`config.mk`:
```
export PLATFORM = sky130hd
export DESIGN_NAME = sorted_set_union_intersection
export DESIGN_NICKNAME = d
export VERILOG_FILES = /design/src/sv/ssui_pkg.sv /design/src/sv/sorted_set_union_intersection.sv /design/src/sv/ssui_ram.sv
export SDC_FILE = /design/constraint.sdc
export NUM_CORES = 2
export LEC_CHECK = 0
export BUFFER_PORTS_ARGS = -buffer_cell sky130_fd_sc_hd__clkbuf_2
export CAP_MARGIN = 5
export CELL_PAD_IN_SITES_DETAIL_PLACEMENT = 1
export CELL_PAD_IN_SITES_GLOBAL_PLACEMENT = 1
export CORE_AREA = 2 2 432 434
export DETAILED_ROUTE_END_ITERATION = 10
export DIE_AREA = 0 0 434 436
export GPL_ROUTABILITY_DRIVEN = 0
export PLACE_DENSITY_LB_ADDON = 0.1
export SLEW_MARGIN = 10
export SYNTH_ARGS = -nofsm -noshare
export SYNTH_HDL_FRONTEND = slang
export SYNTH_SLANG_ARGS = --single-unit
```
`constraint.sdc`:
```
create_clock -name clk -period 12.8 [get_ports clk]
set_clock_uncertainty 0.1 [all_clocks]
set_input_delay 0.64 -clock clk [delete_from_list [all_inputs] [get_ports clk]]
set_output_delay 0.64 -clock clk [all_outputs]
set_load 0.01 [all_outputs]
```
`src/sv/ssui_pkg.sv`:
```
// shared constants and types for the sorted set union / intersection block
// no dependencies
package ssui_pkg;

  localparam int unsigned LIST_DEPTH_DEF = 32;
  localparam int unsigned ELEM_W         = 32;

  typedef logic [ELEM_W-1:0] elem_t;

  // tuser bit positions
  localparam int unsigned IN_USER_SEL   = 0;
  localparam int unsigned IN_USER_HAS   = 1;
  localparam int unsigned OUT_USER_EMPT = 0;
  localparam int unsigned OUT_USER_OVF  = 1;

  localparam logic MODE_UNION = 1'b0;
  localparam logic MODE_INTER = 1'b1;

endpackage

```
`src/sv/sorted_set_union_intersection.sv`:
```
// Loads two ascending lists of signed 32-bit values and emits their union or
// intersection. While loading, in_tready is high and one transfer is taken per
// cycle. The transfer that ends the second of both lists starts the merge, and
// in_tready stays low until it is over. The merge is a two-pointer walk with a
// single signed comparator fed by the two list rams, whose registered read
// is covered by a read state ahead of each compare state; a step waits in
// the compare state while the result side stalls. Results go out through an
// output register, the last one carrying tlast; an empty result is one
// transfer with the empty flag set.
// Depends on ssui_pkg and ssui_ram.
module sorted_set_union_intersection
  import ssui_pkg::*;
#(
  parameter int unsigned LIST_DEPTH = LIST_DEPTH_DEF
) (
  input  logic        clk,
  input  logic        rst_n,
  input  logic        cfg_wr_en,
  input  logic        cfg_wr_data,   // set_mode
  input  logic        in_tvalid,
  output logic        in_tready,
  input  logic [31:0] in_tdata,      // element_value
  input  logic [1:0]  in_tuser,      // list_select, has_element
  input  logic        in_tlast,      // list_end
  output logic        out_tvalid,
  input  logic        out_tready,
  output logic [31:0] out_tdata,     // result_value
  output logic [1:0]  out_tuser,     // result_empty, overflow_seen
  output logic        out_tlast      // result_last
);

  localparam int unsigned AW = (LIST_DEPTH > 1) ? $clog2(LIST_DEPTH) : 1;
  localparam int unsigned CW = $clog2(LIST_DEPTH + 1);

  localparam logic [1:0] S_LOAD = 2'd0;
  localparam logic [1:0] S_READ = 2'd1;
  localparam logic [1:0] S_CMP  = 2'd2;

  logic [1:0]    state_r, state_nxt;
  logic          mode_r;
  logic [CW-1:0] fcnt_r, fcnt_nxt, scnt_r, scnt_nxt;
  logic [CW-1:0] i_r, i_nxt, j_r, j_nxt;
  logic          fdone_r, fdone_nxt, sdone_r, sdone_nxt;
  logic          ovf_r, ovf_nxt;
  logic          pend_v_r, pend_v_nxt;
  elem_t         pend_r, pend_nxt;
  logic          out_v_r, out_v_nxt;
  elem_t         out_d_r, out_d_nxt;
  logic          out_last_r, out_last_nxt;
  logic          out_empty_r, out_empty_nxt;
  logic          out_ovf_r, out_ovf_nxt;

  elem_t         rd_a, rd_b;
  logic          f_we, s_we;
  logic          acc, sel, has, cnt_ok;
  logic [CW-1:0] cnt_sel;

  logic          inter, i_ok, j_ok, a_lt, eq;
  logic          emit, adv_i, adv_j, fin, push, stall;
  elem_t         emit_val;

  assign acc     = in_tvalid && in_tready;
  assign sel     = in_tuser[IN_USER_SEL];
  assign has     = in_tuser[IN_USER_HAS];
  assign cnt_sel = sel ? scnt_r : fcnt_r;
  assign cnt_ok  = cnt_sel < CW'(LIST_DEPTH);
  assign f_we    = acc && !sel && !fdone_r && has && cnt_ok;
  assign s_we    = acc && sel && !sdone_r && has && cnt_ok;

  ssui_ram #(.WIDTH(ELEM_W), .DEPTH(LIST_DEPTH)) u_first_ram (
    .clk   (clk),
    .we    (f_we),
    .waddr (fcnt_r[AW-1:0]),
    .wdata (in_tdata),
    .raddr (i_r[AW-1:0]),
    .rdata (rd_a)
  );

  ssui_ram #(.WIDTH(ELEM_W), .DEPTH(LIST_DEPTH)) u_second_ram (
    .clk   (clk),
    .we    (s_we),
    .waddr (scnt_r[AW-1:0]),
    .wdata (in_tdata),
    .raddr (j_r[AW-1:0]),
    .rdata (rd_b)
  );

  // merge step decision, one signed less-than comparator
  always_comb begin
    inter    = (mode_r == MODE_INTER);
    i_ok     = i_r < fcnt_r;
    j_ok     = j_r < scnt_r;
    a_lt     = $signed(rd_a) < $signed(rd_b);
    eq       = rd_a == rd_b;
    emit     = 1'b0;
    emit_val = rd_b;
    adv_i    = 1'b0;
    adv_j    = 1'b0;
    fin      = 1'b0;
    if (i_ok && j_ok) begin
      if (eq) begin
        emit  = 1'b1;
        adv_i = 1'b1;
        adv_j = 1'b1;
      end else if (a_lt) begin
        emit     = !inter;
        emit_val = rd_a;
        adv_i    = 1'b1;
      end else begin
        emit  = !inter;
        adv_j = 1'b1;
      end
    end else if (!inter && i_ok) begin
      emit     = 1'b1;
      emit_val = rd_a;
      adv_i    = 1'b1;
    end else if (!inter && j_ok) begin
      emit  = 1'b1;
      adv_j = 1'b1;
    end else begin
      fin = 1'b1;
    end
    push  = (emit && pend_v_r) || fin;
    stall = push && out_v_r && !out_tready;
  end

  always_comb begin
    state_nxt     = state_r;
    fcnt_nxt      = fcnt_r;
    scnt_nxt      = scnt_r;
    fdone_nxt     = fdone_r;
    sdone_nxt     = sdone_r;
    ovf_nxt       = ovf_r;
    i_nxt         = i_r;
    j_nxt         = j_r;
    pend_v_nxt    = pend_v_r;
    pend_nxt      = pend_r;
    out_v_nxt     = out_v_r && !out_tready;
    out_d_nxt     = out_d_r;
    out_last_nxt  = out_last_r;
    out_empty_nxt = out_empty_r;
    out_ovf_nxt   = out_ovf_r;
    case (state_r)
      S_LOAD: begin
        if (acc && !(sel ? sdone_r : fdone_r)) begin
          if (has && !cnt_ok) begin
            ovf_nxt = 1'b1;
          end
          if (sel) begin
            if (s_we) scnt_nxt = scnt_r + CW'(1);
            if (in_tlast) sdone_nxt = 1'b1;
          end else begin
            if (f_we) fcnt_nxt = fcnt_r + CW'(1);
            if (in_tlast) fdone_nxt = 1'b1;
          end
          if (in_tlast && (sel ? fdone_r : sdone_r)) begin
            state_nxt  = S_READ;
            i_nxt      = '0;
            j_nxt      = '0;
            pend_v_nxt = 1'b0;
          end
        end
      end
      S_READ: begin
        state_nxt = S_CMP;
      end
      S_CMP: begin
        if (!stall) begin
          if (push) begin
            out_v_nxt     = 1'b1;
            out_d_nxt     = pend_v_r ? pend_r : '0;
            out_empty_nxt = !pend_v_r;
            out_last_nxt  = fin;
            out_ovf_nxt   = ovf_r;
          end
          if (emit) begin
            pend_v_nxt = 1'b1;
            pend_nxt   = emit_val;
          end
          if (adv_i) i_nxt = i_r + CW'(1);
          if (adv_j) j_nxt = j_r + CW'(1);
          if (fin) begin
            state_nxt  = S_LOAD;
            fcnt_nxt   = '0;
            scnt_nxt   = '0;
            fdone_nxt  = 1'b0;
            sdone_nxt  = 1'b0;
            ovf_nxt    = 1'b0;
            pend_v_nxt = 1'b0;
          end else begin
            state_nxt = S_READ;
          end
        end
      end
      default: begin
        state_nxt = S_LOAD;
      end
    endcase
  end

  always_ff @(posedge clk) begin
    if (!rst_n) begin
      state_r  <= S_LOAD;
      mode_r   <= MODE_UNION;
      fcnt_r   <= '0;
      scnt_r   <= '0;
      fdone_r  <= 1'b0;
      sdone_r  <= 1'b0;
      ovf_r    <= 1'b0;
      i_r      <= '0;
      j_r      <= '0;
      pend_v_r <= 1'b0;
      out_v_r  <= 1'b0;
    end else begin
      state_r  <= state_nxt;
      if (cfg_wr_en) mode_r <= cfg_wr_data;
      fcnt_r   <= fcnt_nxt;
      scnt_r   <= scnt_nxt;
      fdone_r  <= fdone_nxt;
      sdone_r  <= sdone_nxt;
      ovf_r    <= ovf_nxt;
      i_r      <= i_nxt;
      j_r      <= j_nxt;
      pend_v_r <= pend_v_nxt;
      out_v_r  <= out_v_nxt;
    end
  end

  always_ff @(posedge clk) begin
    pend_r      <= pend_nxt;
    out_d_r     <= out_d_nxt;
    out_last_r  <= out_last_nxt;
    out_empty_r <= out_empty_nxt;
    out_ovf_r   <= out_ovf_nxt;
  end

  assign in_tready                = (state_r == S_LOAD);
  assign out_tvalid               = out_v_r;
  assign out_tdata                = out_d_r;
  assign out_tlast                = out_last_r;
  assign out_tuser[OUT_USER_EMPT] = out_empty_r;
  assign out_tuser[OUT_USER_OVF]  = out_ovf_r;

  a_cnt_bound: assert property (@(posedge clk) disable iff (!rst_n)
    (fcnt_r <= CW'(LIST_DEPTH)) && (scnt_r <= CW'(LIST_DEPTH)))
    else $error("list count beyond depth");

  a_merge_done: assert property (@(posedge clk) disable iff (!rst_n)
    (state_r != S_LOAD) |-> (fdone_r && sdone_r))
    else $error("merge running before both lists ended");

  a_ptr_bound: assert property (@(posedge clk) disable iff (!rst_n)
    (state_r != S_LOAD) |-> ((i_r <= fcnt_r) && (j_r <= scnt_r)))
    else $error("merge pointer past list count");

  a_empty_last: assert property (@(posedge clk) disable iff (!rst_n)
    (out_v_r && out_empty_r) |-> out_last_r)
    else $error("empty result without last mark");

  a_merge_start: assert property (@(posedge clk) disable iff (!rst_n)
    (state_r == S_LOAD && state_nxt == S_READ) |-> (acc && in_tlast))
    else $error("merge started without a final transfer");

endmodule

```
`src/sv/ssui_ram.sv`:
```
// generic single write port ram with registered read
// no dependencies
module ssui_ram #(
  parameter int unsigned WIDTH = 32,
  parameter int unsigned DEPTH = 32
) (
  input  logic                                     clk,
  input  logic                                     we,
  input  logic [(DEPTH > 1 ? $clog2(DEPTH) : 1)-1:0] waddr,
  input  logic [WIDTH-1:0]                         wdata,
  input  logic [(DEPTH > 1 ? $clog2(DEPTH) : 1)-1:0] raddr,
  output logic [WIDTH-1:0]                         rdata
);

  logic [WIDTH-1:0] mem [DEPTH];

  always_ff @(posedge clk) begin
    if (we) begin
      mem[waddr] <= wdata;
    end
    rdata <= mem[raddr];
  end

endmodule

```
# == Word-level counts from Yosys, hierarchy flattened ==
# Memory sizes are Yosys's and may differ from the RTL's. A register that Yosys moved wholly into a read port is not among the register bits.
# Index checks and enable logic that the tools add are counted.
# word_totals
mem_count,2
in_bits,41
latchBits,0
register_bits,99
mem_bits_rw,2048
mem_bits_ro,0
# op_classes
n_reduce_logical,41
eq_ne,16
div,0
shifts,0
addsub,4
magnitude_cmp,4
n_mul,0
n_bitwise,1
mux,70
# memory_table
name,depth,width,rd,rd_ports_with_merged_regs,write_ports,line_no,rtl
u_first_ram.mem,32,32,1,1,1,ssui_ram.sv:15,logic [WIDTH-1:0] mem [DEPTH];
u_second_ram.mem,32,32,1,1,1,ssui_ram.sv:15,
# op_table
cell,n
2-to-1 mux 32 bit,4
2-to-1 mux 6 bit,15
one-hot mux 6 bit (2 select lines),4
2-to-1 mux 1 bit,39
== test 32 bit,1
less-than comparator 32 bit,1
"adder 6 x 1 -> 6 bit, second input constant",4
AND reduction 6 bit,4
AND reduction 5 bit,4
logical AND 1 bit,19
"inequality test 2 x 1 -> 1 bit, second input constant",7
less-than comparator 6 bit,2
"inequality test 2 bit, second input constant",5
AND reduction 3 bit,3
logical NOT 1 bit,8
one-hot mux 1 bit (2 select lines),4
"less-than comparator 6 bit, second input constant",1
2-to-1 mux 2 bit,3
one-hot mux 2 bit (3 select lines),1
"inequality test 3 bit, second input constant",1
"== test 2 x 1 -> 1 bit, second input constant",1
"== test 2 bit, second input constant",1
logical NOT 2 bit,1
nonzero test 2 bit,1
other kinds (2),2

# == Longest topological paths before layout ==
# depth
depth_word,11
ltp_mapped,13
mapped_depth_nobuf,11

# == Modules after synthesis ==
# Synthesis repeated with hierarchy kept, for this count alone.
# hier_totals
cells_unflattened,5052
hier_area_um2,86364.1
# modules_own_cells
mod,area_per_inst_um2,seq_area_each_um2,n_inst,cells_each
ssui_ram,40492.6,31390.1,2,2260
sorted_set_union_intersection,5378.9,2652.5,1,532

# == Least setup slack after synthesis ==
# OpenSTA, ideal clock, no wires.
# synth_timing
path_kind,register to register
startpoint,register scnt_r[4]
endpoint,register pend_r[0] (enable)
stages_incl_launch_ff,9
t_required_ns,12.227
period_less_slack_ns,4.969
setup_slack_ns,7.831
n_path_buf,1
setup_ns,0.473
arrival_ns,4.397
cell_sequence,dfxtp_1 > clkbuf_1 > inv_1 > ha_1 > a21oi_1 > nand2_1 > a221o_1 > maj3_1 > a211oi_1
# synth_via
word_cells_on_any_way,15
classes_between,order compare: 1; mux: 6; bitwise: 1; reduce/logical: 7
# synth_rtl
element,line_no,rtl
start: declaration,sorted_set_union_intersection.sv:41,"logic [CW-1:0] fcnt_r, fcnt_nxt, scnt_r, scnt_nxt;"
start signal: assignment,sorted_set_union_intersection.sv:218,scnt_r <= scnt_nxt;
less-than comparator 6 bit (*),sorted_set_union_intersection.sv:92,j_ok = j_r < scnt_r;
logical AND 1 bit,sorted_set_union_intersection.sv:117,end else if (!inter && j_ok) begin
2-to-1 mux 1 bit,sorted_set_union_intersection.sv:117,
2-to-1 mux 1 bit,sorted_set_union_intersection.sv:113,end else if (!inter && i_ok) begin
2-to-1 mux 1 bit (*),sorted_set_union_intersection.sv:100,if (i_ok && j_ok) begin
net fin,sorted_set_union_intersection.sv:59,"logic emit, adv_i, adv_j, fin, push, stall;"
logical OR 1 bit (*),sorted_set_union_intersection.sv:123,push = (emit && pend_v_r) || fin;
logical AND 1 bit (*) (2 in a row),sorted_set_union_intersection.sv:124,stall = push && out_v_r && !out_tready;
inverter 1 bit (no line) (*),--,
AND reduction 3 bit (no line) (*),--,
end signal: assignment,sorted_set_union_intersection.sv:230,pend_r <= pend_nxt;
end: declaration,sorted_set_union_intersection.sv:46,"elem_t pend_r, pend_nxt;"
# Mark *: on every way through the listed nets, which the timed path passes. The rest lies on a longest branch.
# A chain may end at the register's enable or synchronous reset.

==> results.md <==
Outcome:
- The run finished with clean final reports.

Worst setup path:
- The type of the worst setup path is flop to flop.
- The highest fanout seen on the critical path is 101.
- STA classifies the critical path startpoint as a flop.
- On the critical path, the stage with the largest delay is an instance of dfxtp_4.
- The endpoint required time on the critical path is roughly 13000 ps.
- The worst register-to-register path begins at i_r[0].
- The worst-case reg-to-reg path depth is 6.
- The worst flop-to-flop path endpoint is u_first_ram.rdata[10].
- For this run, the slowest stage of the critical path takes just under 1000 ps.
- The critical path goes through buf_4, buf_4, buf_12, mux4_2, mux4_2, mux2_2.
- For the worst setup path, the data arrival time is around 5800 ps.
- STA classifies the critical path endpoint as a flop.
- In this run the register-to-register setup slack is roughly 7600 ps.

Place:
- During placement, the flow inserted port buffers numbering a little under 80.
- Summed over all nets, the half-perimeter wirelength after detailed placement is around 120000 um.
- Summing all placed instances gives a cell area of 88600 um2.

Timing:
- In this run the tightest slew margin relative to its limit is 19.3%.
- The final count of hold timing violations was 0.
- Setup repair after global routing left no endpoint under its margin.
- The aggregate negative setup slack is 0 ps.
- The share of the clock period used by the worst path is around 40%.
- The count of final max-slew check failures is 0.
- At the pin with the least slew margin, the transition time is between 1000 and 1500 ps.
- Hold timing on the final database bottoms out at a slack of ~100 ps.
- Derived from the worst setup path, the maximum achievable clock frequency is 0.193 GHz.
- The total of endpoints with negative setup slack in the final report is 0.
- For the finished layout, the period the worst path requires is 5170 ps.

Clock network:
- The CTS sink count is 2211.
- The clock insertion delay at the later pin of the skew report is around 860 ps.
- The CTS tree is yes.
- The clock transition time at the flip-flop clock pins of the worst setup and hold paths is approximately 60 ps.
- The clock passes through at most 3 buffers.
- In this run the clock root is driven by a clkbuf_16.
- The H-tree was split into 4 levels.
- The post-cts repair resize count is 0.
- The post-CTS setup buffer count is 0.
- TritonCTS created 225 clock buffers.

Power and ir drop:
- VDD sags by at most 119 uV.
- The completed layout was analyzed and its total power is between 0.015 and 0.02 W.
- For this design the static power due to leakage is approximately 29 nW.
- In this run the power density over the cells is about 160 nW/um2.

Route:
- The number of detailed-route iterations in the first pass is 5.
- The via-per-instance ratio is between 6 and 7.
- The count of vias placed by the detailed router is between 30000 and 40000.
- The count of nets left with antenna violations once routing finished came out at 0.
- After the first detailed-routing iteration, the DRC count stood at around 4200.
- The total wire length is 226000 um.
- The detail-routed net length per standard cell is 34.9 um.
- In the routed design, unresolved DRC markers number 0.

Min path:
- The endpoint with the worst hold slack is fdone_r.
- The startpoint of the most critical hold path is in_tlast.
- The path type of the worst min-delay path is primary input to flop.
- Counting instances, the worst hold path has a depth of 4.

Global routing:
- The global-route wire length before repair is 318000 um.
- The remaining global-route overflow is 0.
- The number of antenna violations at the first check in global routing is 13.
- The maximum number of pins on one net before global-route repair is 149.
- Global routing used 24.3% of the available tracks across all layers.
- The via count of the first global-routing pass is about 41000.

Floorplan:
- The placement row count is approximately 160.
- The initial utilization of the core area, before any placement, comes to between 40% and 50%.
- In this run the horizontal extent of the chip is between 400 and 500 um.
- The floorplan step set the die height to approximately 440 um.
- The top-level I/O count is 78.
- In this run the standard cell core region covers approximately 180000 um2.
- The area of the die is roughly 190000 um2.

Logic synthesis:
- After synthesis, the cell types taking the most area are edfxtp_1, mux4_2, dfxtp_1.
- Of all flip-flops after synthesis, the portion carrying an async set or reset was 0%.
- In the synthesized netlist the dominant register cell turns out to be edfxtp_1.
- The number of warning messages in the yosys log is 0.
- The total of flip-flops plus latches after synthesis is around 2200.
- The total nets after synthesis is around 3700.
- Yosys mapped a number of flops with a built-in enable equal to ~2100.
- After synthesis, the largest area contributor takes up between 70% and 80% of total cell area.
- Counting distinct cell types in the post-synthesis netlist gives 55.
- The post-synthesis average cell area is around 24 um2.
- Summing the sequential cell areas from Yosys gives slightly below 80% of the chip area.
- The number of instances in the synthesized netlist is between 3000 and 4000.
- edfxtp_1 takes more of the synthesized area than any other cell.
- The cell area after synthesis is 84400 um2.

Cells and area:
- The fill cell total of the finished layout is between 15000 and 20000.
- Summing all flip-flop and latch instances after layout gives around 65000 um2.
- In the layout the commonest cells are edfxtp_1, mux4_2, clkbuf_16, buf_4, mux2_2.
- The fraction of the core area covered by cells at the end of the flow is around 52%.
- The final layout contains approximately 3900 nets.
- The commonest non-fill, non-tap cell in the layout is edfxtp_1.
- In the final layout, the share of cells above drive strength 1 is 33.8%.
- The post-layout instance area is between 90000 and 100000 um2.
- The area growth from synthesis to final layout is 14.2%.
- The multi-input combinational cells in the finished layout cover a total of 18600 um2.

Flow run:
- Across the run, the number of max-cap violations was 0.
-- worst max path at each step --
stage,cells past startpoint,startpoint,slack [ps],end
2_1_floorplan,8,scnt_r[4],7830,pend_r[0]
3_3_place_gp,6,i_r[0],7520,u_first_ram.rdata[10]
3_5_place_dp,6,i_r[0],7460,u_first_ram.rdata[10]
4_1_cts,6,i_r[0],7440,u_first_ram.rdata[11]
5_1_grt,6,i_r[0],7090,u_first_ram.rdata[10]
6_report,6,i_r[0],7630,u_first_ram.rdata[10]
-- sequential cells by signal, indices dropped and copies added (netlist names), 6 cells and up --
register	flops
u_first_ram.mem	1024
u_second_ram.mem	1024
out_tdata	32
pend_r	32
u_first_ram.rdata	32
u_second_ram.rdata	32
fcnt_r	6
i_r	6
j_r	6
scnt_r	6
-- synth_stat cells, types with 7 or more instances --
cell and instances:
nand3_1 21, xnor2_1 7, dfxtp_1 96, a21oi_1 23, nand2_1 43, or3_1 7
nand2b_1 7, and2_1 36, o21ai_0 21, mux2_2 96, nand4_1 11, mux4_2 640
inv_1 56, edfxtp_1 2115, a21o_1 7, nor2_1 86, buf_1 48, clkbuf_1 121
ha_1 52
-- where the power goes --
part	leakage (nW)	internal, W	switching, W
registers	19.8	0.00797	0.0000383
clock network	3.75	0.00399	0.00278
logic	5.67	0.000115	0.000245
-- cell families after synthesis --
group / after synthesis / synth area share, %
flops: 2211 / 77.6
mux: 741 / 18.4
simple gates: 242 / 1.40
buf+inv: 230 / 1.04
compound gates: 87 / 0.690
fa+ha+maj: 53 / 0.783
xor+xnor: 8 / 0.0831
-- metal layers --
metal	GRT usage (%)	wire (um)	vias up
met5	0	28	-
met1	34.1	94500	21600
met2	39.7	113000	1394
met3	3.92	13800	325
met4	6.73	5600	6
li1	-	-	15700
-- through the flow --
step	std cells	setup slack, ps
6_report	6496	7630
5_1_grt	6493	7090
4_1_cts	6493	7440
3_5_place_dp	6063	7460
3_3_place_gp	6063	7520
2_1_floorplan	3572	7830
-- layout make-up --
| type | count | share of cell area (%) |
|---|---|---|
| flip-flops and latches | 2211 | 68.0 |
| multi-input cells | 1131 | 19.3 |
| clock buffers | 299 | 6.45 |
| well taps | 2480 | 3.22 |
| clock inverters | 129 | 1.53 |
| repair buffers | 187 | 1.31 |
| inverters | 56 | 0.218 |
| diodes | 3 | 0.00780 |
-- critical path: cells and delay by family, from the launching register on --
| kind | cells | cell delay (ps) |
|---|---|---|
| flip-flops | 1 | 980 |
| multiplexers | 3 | 1420 |
| buffers and inverters | 3 | 2360 |
-- what timing repair did --
item / in CTS / in global routing
hold buffers: 2 / 0
endpoints found under the setup margin: 0 / 0
hold endpoints to repair: 1 / 0
(Power assumes the default switching activity.)
